<file path="src/rtl/core/lfa_pkg.sv">
// ----------------------------------------------------------------------------
// lfa_pkg
// Shared types, constants and helper functions for the lowest-free
// identifier allocator. The in-use bitmap is kept as rows of ROW_W bits.
// ----------------------------------------------------------------------------
package lfa_pkg;

    localparam int ID_W      = 8;
    localparam int MAP_DEPTH = 256;
    localparam int ROW_W     = 16;
    localparam int ROWS      = MAP_DEPTH / ROW_W;
    localparam int ROW_AW    = $clog2(ROWS);
    localparam int BIT_AW    = $clog2(ROW_W);

    // Request operations
    localparam logic [1:0] OP_ALLOCATE = 2'd0;
    localparam logic [1:0] OP_RELEASE  = 2'd1;
    localparam logic [1:0] OP_QUERY    = 2'd2;
    localparam logic [1:0] OP_CLEAR    = 2'd3;

    typedef logic [ROW_W-1:0]  row_word_t;
    typedef logic [ROW_AW-1:0] row_addr_t;
    typedef logic [BIT_AW-1:0] bit_addr_t;

    // Finished result handed from the controller to the output register
    typedef struct packed {
        logic            valid;
        logic            ok;
        logic [ID_W-1:0] granted_id;
    } lfa_result_t;

    // Bits of a row whose identifier lies at or above the limit
    function automatic row_word_t oor_mask(input row_addr_t row, input int unsigned limit);
        row_word_t   mask;
        int unsigned idx;
        mask = '0;
        for (int b = 0; b < ROW_W; b++) begin
            idx = int'(row) * ROW_W + b;
            mask[b] = (idx >= limit);
        end
        return mask;
    endfunction

    // Rows that hold at least one identifier below the limit
    function automatic logic [ROWS-1:0] row_open_mask(input int unsigned limit);
        logic [ROWS-1:0] mask;
        mask = '0;
        for (int r = 0; r < ROWS; r++) begin
            mask[r] = (r * ROW_W < limit);
        end
        return mask;
    endfunction

endpackage

</file>
<file path="src/rtl/core/lowest_free_id_allocator.sv">
// Flow: an accepted request is held in the controller while its bitmap row is
// read, and its result beat is presented from the output register.
// Requests: a new one is taken only after the previous read-modify-write of
// one bitmap row through the single-read-port RAM has handed its result on.
// Reset: clears the per-row valid and full flags, so every identifier reads
// as free; no clearing pass. A clear request clears the same flags.
// ----------------------------------------------------------------------------
// lowest_free_id_allocator
// Keeps the set of identifiers in use as a bitmap in RAM and serves allocate,
// release, query and clear requests, one result beat per request.
// ----------------------------------------------------------------------------
module lowest_free_id_allocator #(
    parameter int NUM_IDS = 256
) (
    input  logic                     aclk,
    input  logic                     aresetn,
    input  logic                     s_tvalid,
    output logic                     s_tready,
    input  logic [7:0]               s_tdata,   // [7:0] id
    input  logic [1:0]               s_tuser,   // [1:0] func
    output logic                     m_tvalid,
    input  logic                     m_tready,
    output logic [7:0]               m_tdata,   // [7:0] granted_id
    output logic                     m_tuser    // [0] ok
);

    import lfa_pkg::*;

    localparam int ID_LIMIT = (NUM_IDS < MAP_DEPTH) ? NUM_IDS : MAP_DEPTH;

    logic        ram_rd_en;
    row_addr_t   ram_rd_addr;
    row_word_t   ram_rd_data;
    logic        ram_wr_en;
    row_addr_t   ram_wr_addr;
    row_word_t   ram_wr_data;
    lfa_result_t res;
    logic        res_ready;

    logic            m_tvalid_reg;
    logic            m_ok_reg;
    logic [ID_W-1:0] m_id_reg;

    lfa_ram #(
        .WIDTH (ROW_W),
        .DEPTH (ROWS)
    ) u_map_ram (
        .aclk    (aclk),
        .wr_en   (ram_wr_en),
        .wr_addr (ram_wr_addr),
        .wr_data (ram_wr_data),
        .rd_en   (ram_rd_en),
        .rd_addr (ram_rd_addr),
        .rd_data (ram_rd_data)
    );

    lfa_ctrl #(
        .ID_LIMIT (ID_LIMIT)
    ) u_ctrl (
        .aclk        (aclk),
        .aresetn     (aresetn),
        .req_valid   (s_tvalid),
        .req_func    (s_tuser),
        .req_id      (s_tdata[ID_W-1:0]),
        .req_ready   (s_tready),
        .ram_rd_en   (ram_rd_en),
        .ram_rd_addr (ram_rd_addr),
        .ram_rd_data (ram_rd_data),
        .ram_wr_en   (ram_wr_en),
        .ram_wr_addr (ram_wr_addr),
        .ram_wr_data (ram_wr_data),
        .res         (res),
        .res_ready   (res_ready)
    );

    // Output register: load when empty or draining
    assign res_ready = !m_tvalid_reg || m_tready;

    always_ff @(posedge aclk) begin
        if (!aresetn) begin
            m_tvalid_reg <= 1'b0;
        end else if (res_ready) begin
            m_tvalid_reg <= res.valid;
        end
    end

    always_ff @(posedge aclk) begin
        if (res_ready && res.valid) begin
            m_ok_reg <= res.ok;
            m_id_reg <= res.granted_id;
        end
    end

    assign m_tvalid = m_tvalid_reg;
    assign m_tdata  = m_id_reg;
    assign m_tuser  = m_ok_reg;

endmodule

</file>
<file path="src/rtl/core/lfa_ram.sv">
// ----------------------------------------------------------------------------
// lfa_ram
// Generic simple dual-port RAM: one write port, one read port with the read
// data registered.
// ----------------------------------------------------------------------------
module lfa_ram #(
    parameter int WIDTH = 16,
    parameter int DEPTH = 16
) (
    input  logic                     aclk,
    input  logic                     wr_en,
    input  logic [$clog2(DEPTH)-1:0] wr_addr,
    input  logic [WIDTH-1:0]         wr_data,
    input  logic                     rd_en,
    input  logic [$clog2(DEPTH)-1:0] rd_addr,
    output logic [WIDTH-1:0]         rd_data
);

    logic [WIDTH-1:0] mem [DEPTH];
    logic [WIDTH-1:0] rd_data_reg;

    // Write port
    always_ff @(posedge aclk) begin
        if (wr_en) begin
            mem[wr_addr] <= wr_data;
        end
    end

    // Registered read port, holds when not enabled
    always_ff @(posedge aclk) begin
        if (rd_en) begin
            rd_data_reg <= mem[rd_addr];
        end
    end

    assign rd_data = rd_data_reg;

endmodule

</file>
<file path="src/rtl/core/lfa_ctrl.sv">
// ----------------------------------------------------------------------------
// lfa_ctrl
// Read-modify-write sequencer for the in-use bitmap. Keeps per-row valid and
// full flags in flip-flops, picks the row for an allocate from the full flags,
// then finds the bit inside the row once the RAM word returns.
// ----------------------------------------------------------------------------
module lfa_ctrl #(
    parameter int ID_LIMIT = 256
) (
    input  logic                      aclk,
    input  logic                      aresetn,
    // request side
    input  logic                      req_valid,
    input  logic [1:0]                req_func,
    input  logic [lfa_pkg::ID_W-1:0]  req_id,
    output logic                      req_ready,
    // bitmap RAM
    output logic                      ram_rd_en,
    output lfa_pkg::row_addr_t        ram_rd_addr,
    input  lfa_pkg::row_word_t        ram_rd_data,
    output logic                      ram_wr_en,
    output lfa_pkg::row_addr_t        ram_wr_addr,
    output lfa_pkg::row_word_t        ram_wr_data,
    // result side
    output lfa_pkg::lfa_result_t      res,
    input  logic                      res_ready
);

    import lfa_pkg::*;

    localparam logic ST_IDLE = 1'b0;
    localparam logic ST_EXEC = 1'b1;

    localparam logic [ROWS-1:0] ROW_OPEN = row_open_mask(ID_LIMIT);

    logic            state_reg, state_next;
    logic [ROWS-1:0] row_valid_reg;
    logic [ROWS-1:0] row_full_reg;
    logic [1:0]      func_reg;
    logic [ID_W-1:0] id_reg;
    row_addr_t       row_reg;
    logic            any_free_reg;

    logic [ROWS-1:0] row_avail;
    logic            any_free;
    row_addr_t       free_row;
    logic            accept;
    logic            done;

    row_word_t       word;
    row_word_t       mask;
    row_word_t       occupied;
    bit_addr_t       zero_bit;
    bit_addr_t       rel_bit;
    logic            id_in_range;
    logic            hit;
    logic            do_write;
    logic            do_clear;
    logic            ok;
    logic [ID_W-1:0] granted;
    row_word_t       new_word;

    // Pick the lowest row that still has a free identifier
    always_comb begin
        row_avail = ROW_OPEN & ~row_full_reg;
        any_free  = |row_avail;
        free_row  = '0;
        for (int r = ROWS - 1; r >= 0; r--) begin
            if (row_avail[r]) begin
                free_row = row_addr_t'(r);
            end
        end
    end

    assign accept    = (state_reg == ST_IDLE) && req_valid;
    assign req_ready = (state_reg == ST_IDLE);
    assign done      = (state_reg == ST_EXEC) && res_ready;

    // Issue the row read on accept
    assign ram_rd_en   = accept;
    assign ram_rd_addr = (req_func == OP_ALLOCATE) ? free_row
                                                   : req_id[ID_W-1 -: ROW_AW];

    // Modify the returned row
    always_comb begin
        word        = row_valid_reg[row_reg] ? ram_rd_data : '0;
        mask        = oor_mask(row_reg, ID_LIMIT);
        occupied    = word | mask;
        zero_bit    = '0;
        for (int b = ROW_W - 1; b >= 0; b--) begin
            if (!occupied[b]) begin
                zero_bit = bit_addr_t'(b);
            end
        end
        rel_bit     = id_reg[BIT_AW-1:0];
        id_in_range = ({1'b0, id_reg} < (ID_W+1)'(ID_LIMIT));
        hit         = id_in_range && word[rel_bit];
        ok          = 1'b0;
        granted     = '0;
        do_write    = 1'b0;
        do_clear    = 1'b0;
        new_word    = word;
        unique case (func_reg)
            OP_ALLOCATE: begin
                ok       = any_free_reg;
                do_write = any_free_reg;
                new_word = word | (row_word_t'(1) << zero_bit);
                if (any_free_reg) begin
                    granted = {row_reg, zero_bit};
                end
            end
            OP_RELEASE: begin
                ok       = hit;
                do_write = hit;
                new_word = word & ~(row_word_t'(1) << rel_bit);
            end
            OP_QUERY: begin
                ok = hit;
            end
            OP_CLEAR: begin
                ok       = 1'b1;
                do_clear = 1'b1;
            end
            default: begin
                ok = 1'b0;
            end
        endcase
    end

    assign ram_wr_en   = done && do_write;
    assign ram_wr_addr = row_reg;
    assign ram_wr_data = new_word;

    assign res.valid      = (state_reg == ST_EXEC);
    assign res.ok         = ok;
    assign res.granted_id = granted;

    // Sequencer
    always_comb begin
        state_next = state_reg;
        unique case (state_reg)
            ST_IDLE: begin
                if (accept) begin
                    state_next = ST_EXEC;
                end
            end
            ST_EXEC: begin
                if (res_ready) begin
                    state_next = ST_IDLE;
                end
            end
            default: begin
                state_next = ST_IDLE;
            end
        endcase
    end

    always_ff @(posedge aclk) begin
        if (!aresetn) begin
            state_reg     <= ST_IDLE;
            row_valid_reg <= '0;
            row_full_reg  <= '0;
        end else begin
            state_reg <= state_next;
            // Update row flags as the write-back commits
            if (done && do_clear) begin
                row_valid_reg <= '0;
                row_full_reg  <= '0;
            end else if (done && do_write) begin
                row_valid_reg[row_reg] <= 1'b1;
                row_full_reg[row_reg]  <= &(new_word | mask);
            end
        end
    end

    // Hold the request while its row is read
    always_ff @(posedge aclk) begin
        if (accept) begin
            func_reg     <= req_func;
            id_reg       <= req_id;
            row_reg      <= ram_rd_addr;
            any_free_reg <= any_free;
        end
    end

endmodule
</file>
<file path="config.mk">
export PLATFORM = sky130hd
export DESIGN_NAME = lowest_free_id_allocator
export DESIGN_NICKNAME = d
export VERILOG_FILES = /design/src/rtl/core/lfa_pkg.sv /design/src/rtl/core/lowest_free_id_allocator.sv /design/src/rtl/core/lfa_ram.sv /design/src/rtl/core/lfa_ctrl.sv
export SDC_FILE = /design/constraint.sdc
export NUM_CORES = 1
export LEC_CHECK = 0
export BUFFER_PORTS_ARGS = -buffer_cell sky130_fd_sc_hd__buf_2
export CAP_MARGIN = 20
export CORE_MARGIN = 1
export CORE_UTILIZATION = 45
export CTS_CLUSTER_DIAMETER = 100
export DETAILED_ROUTE_END_ITERATION = 7
export PLACE_DENSITY_LB_ADDON = 0.15
export SYNTH_ARGS = -nofsm -noshare
export SYNTH_HDL_FRONTEND = slang
export SYNTH_HIERARCHICAL = 1
export SYNTH_SLANG_ARGS = --single-unit
export TNS_END_PERCENT = 50
</file>
<file path="constraint.sdc">
create_clock -name aclk -period 5.1 [get_ports aclk]
set_input_delay 0 -clock aclk [delete_from_list [all_inputs] [get_ports aclk]]
set_output_delay 0 -clock aclk [all_outputs]
set_load 0.01 [all_outputs]
</file>
==> qor.txt <==
Critical Path Sink Type: register
cell-by-cell trace of the critical path: mux4_2, mux2i_1, mux2_2, a211oi_1, and2_1, nor2_1, nor2_1, nand3_1, nor3_2, buf_4
Clock Latency Late Sink: 0.51 ns
routed length per instance: 24.93 um
CTS sink count: 326
Starting Density: 0.4566
n_diodes: 0
Worst Setup SP: u_ctrl/ram_wr_addr[0]$_DFFE_PP_
Total GRT Usage: 0.2160
Critical Path Sink: u_map_ram/mem[12][5]$_DFFE_PP_
Critical Path Fanout Max: 21
Slew headroom: 0.3164
status: complete, no violations
fin cells: 1288
Buffers & Inverters on Critical Path: 1
Clock Skew: 0.01210 ns
# IOs: 25
fill cell count: 2392
cells after synthesis: 796
unrepaired setup endpoints after global routing: false
P per Cell Area: 361.8 mW/mm^2
Tmin final: 3.907 ns
critical path class: reg2reg
area of placed instances: 0.01428 mm^2
Setup Buffers After CTS: 0
Biggest register: u_map_ram/mem
Starting DRT DRC Count: 641
Synth Cell Area: 0.01350 mm^2
CTS tree: built
worst slew pin tran: 1.025 ns
R2R cell count: 10
startpoint types: register
detailed-route vias per instance: 5.900
max-slew violation count: 0
post-route DRC violation count: 0
largest net degree at the start of global routing: 66
Total Wirelength: 32110 um
clock edge transition at the registers on the reported setup and hold paths: 0.06 ns
Final ANT Viol Nets: 0
total grt overflow: 0
total negative slack: 0 ns
Num CTS Buffers: 36
CP max stage cell: edfxtp_1
vias in the first global route: 7772
Pre-antenna DRT Iters: 5
height of the chip: 175.2 um
CP arrival: 4.11 ns
Finish-stage setup viols: 0
max reg flops: 256
reg-to-reg slack, setup: 1.19 ns
area grow syn2layout: 14.77%
Reg-to-Reg Start: u_ctrl/ram_wr_addr[0]$_DFFE_PP_
Seq/Total Area, Yosys: 0.7000
layout cells sized above 1: 0.2350
delay-heaviest family, CP: simple AND/OR/NAND/NOR gates
commonest non-fill, non-tap cell in the layout: edfxtp_1
total power draw: 5.605 mW
Inst Count DP: 1210
min-delay src: s_tvalid
root buf cell: clkbuf_16
Hold Crit Class: in2reg
sequential cell area: 0.009449 mm^2
fin area: 0.01549 mm^2
nets: 888
Max Fclk: 0.2560 GHz
row count: 63
fraction of registers with async set/reset: 0
GP Congestion: 0.8956
EDFF count, synth: 292
worst stage delay on the critical path: 0.77 ns
Ys Warns: 6
critical path's most frequent cell: nor2_1
Final Hold Viols: 0
Yosys cell types: 69
footprint of the multi-input gates: 0.003846 mm^2
Max-Cap Viols: 0
post-route clock period utilization: 0.7661
CTS max path bufs: 3
initial antenna violation count: 1
Worst VDD drop: 274.0 uV
core area: 0.02956 mm^2
instance count on the critical path: 10
first-pass GRT wire length: 48830 um
most frequent cells in the layout: edfxtp_1, nand2_1, mux4_2
IO buf count: 24
CP required: 5.31 ns
total vias in the final route: 7599
Synth Net Count: 813
CTS HTree Levels: 2
Avg Inst Size Synth: 16.96 um^2
#FFs+latches synth: 326
Die Span X: 175.2 um
Leak: 5.536 nW
die area: 0.03069 mm^2
prevailing post-synth register cell: edfxtp_1
hpwl dp: 20850 um
reg2reg end: u_map_ram/mem[12][5]$_DFFE_PP_
## synthesized netlist by cell type, types with 3 or more instances
cell type    n  area share
buf_4        8      0.0044
mux4_1      12       0.023
nand3_1      9      0.0033
nand2b_1     9      0.0042
clkbuf_1    14      0.0039
nand2_1     67       0.019
dfxtp_1     34       0.050
nand4_1     11      0.0051
buf_2        8      0.0030
inv_1       15      0.0042
a21oi_1     17      0.0063
o211ai_1     8      0.0044
edfxtp_1   292        0.65
a22oi_1     33       0.018
buf_1        5      0.0014
nor3_1      10      0.0037
a21boi_0     4      0.0022
a31oi_1      6      0.0028
mux2i_1     19       0.014
a211oi_1     3      0.0017
o21a_1      20       0.011
ha_1         3      0.0028
mux4_2      60        0.10
buf_6        5      0.0042
nor2b_1      5      0.0023
nor2_1      44       0.012
o21ai_0     23      0.0085
and2_1       3      0.0014
## layer usage
metal / up-vias / part of all wire / GRT usage
li1: 3355 / - / -
met1: 3957 / 0.44 / 0.3042
met2: 240 / 0.49 / 0.3533
met3: 47 / 0.048 / 0.02916
met4: 0 / 0.020 / 0.06087
met5: - / 0 / 0
## how the worst min path moves through the flow
stage,endpoint,cells past startpoint
after floorplan,u_ctrl/func_reg[0]$_DFFE_PP_,0
after detailed placement,u_ctrl/id_reg[2]$_DFFE_PP_,1
after CTS,u_ctrl/id_reg[3]$_DFFE_PP_,3
after global routing,u_ctrl/id_reg[2]$_DFFE_PP_,3
final,u_ctrl/id_reg[3]$_DFFE_PP_,3
after global placement,u_ctrl/id_reg[2]$_DFFE_PP_,1
## through the flow
step | hold slack [ns] | util | worst slack (ns)
3_3_place_gp | 0.1813 | 0.4816 | 1.275
5_1_grt | 0.1838 | 0.5241 | 0.8801
4_1_cts | 0.1705 | 0.5234 | 1.168
3_5_place_dp | 0.1781 | 0.4831 | 1.188
2_1_floorplan | 0.09887 | - | 0.9497
6_report | 0.1756 | 0.5241 | 1.193
## cells by family after synthesis
kind of cell / Yosys count / share of synthesized area
adders and majority gates: 3 / 0.002781
DFF: 326 / 0.7000
buffers and inverters: 55 / 0.02104
and+or+nand+nor: 189 / 0.07027
muxes: 92 / 0.1384
AOI/OAI and AO/OA: 131 / 0.06748
## tightest hold or removal path, cell delays in order
cell and delay, ns:
buf_2 0.09, nor2b_2 0.13, buf_4 0.25
## power breakdown
part	leakage (nW)	total, mW	internal, mW	switching, mW
clock network	0.529	2.39	1.39	0.997
logic	1.56	0.264	0.107	0.157
registers	3.45	2.95	2.90	0.0480
## final cells by class
| type | count | share of cell area |
|---|---|---|
| clock buffers | 49 | 0.06268 |
| clock inverters | 16 | 0.007188 |
| inverters | 15 | 0.003635 |
| multi-input cells | 415 | 0.2483 |
| flip-flops and latches | 326 | 0.6100 |
| well taps | 390 | 0.03150 |
| repair buffers | 77 | 0.03675 |
## what timing repair did
action / CTS / global route
endpoints found under the hold margin: 10 / 0
endpoints found under the setup margin: 0 / 0
resized for setup: 0 / 0
hold buffers: 11 / 0
Note: power is estimated with default switching activity, not from simulation.
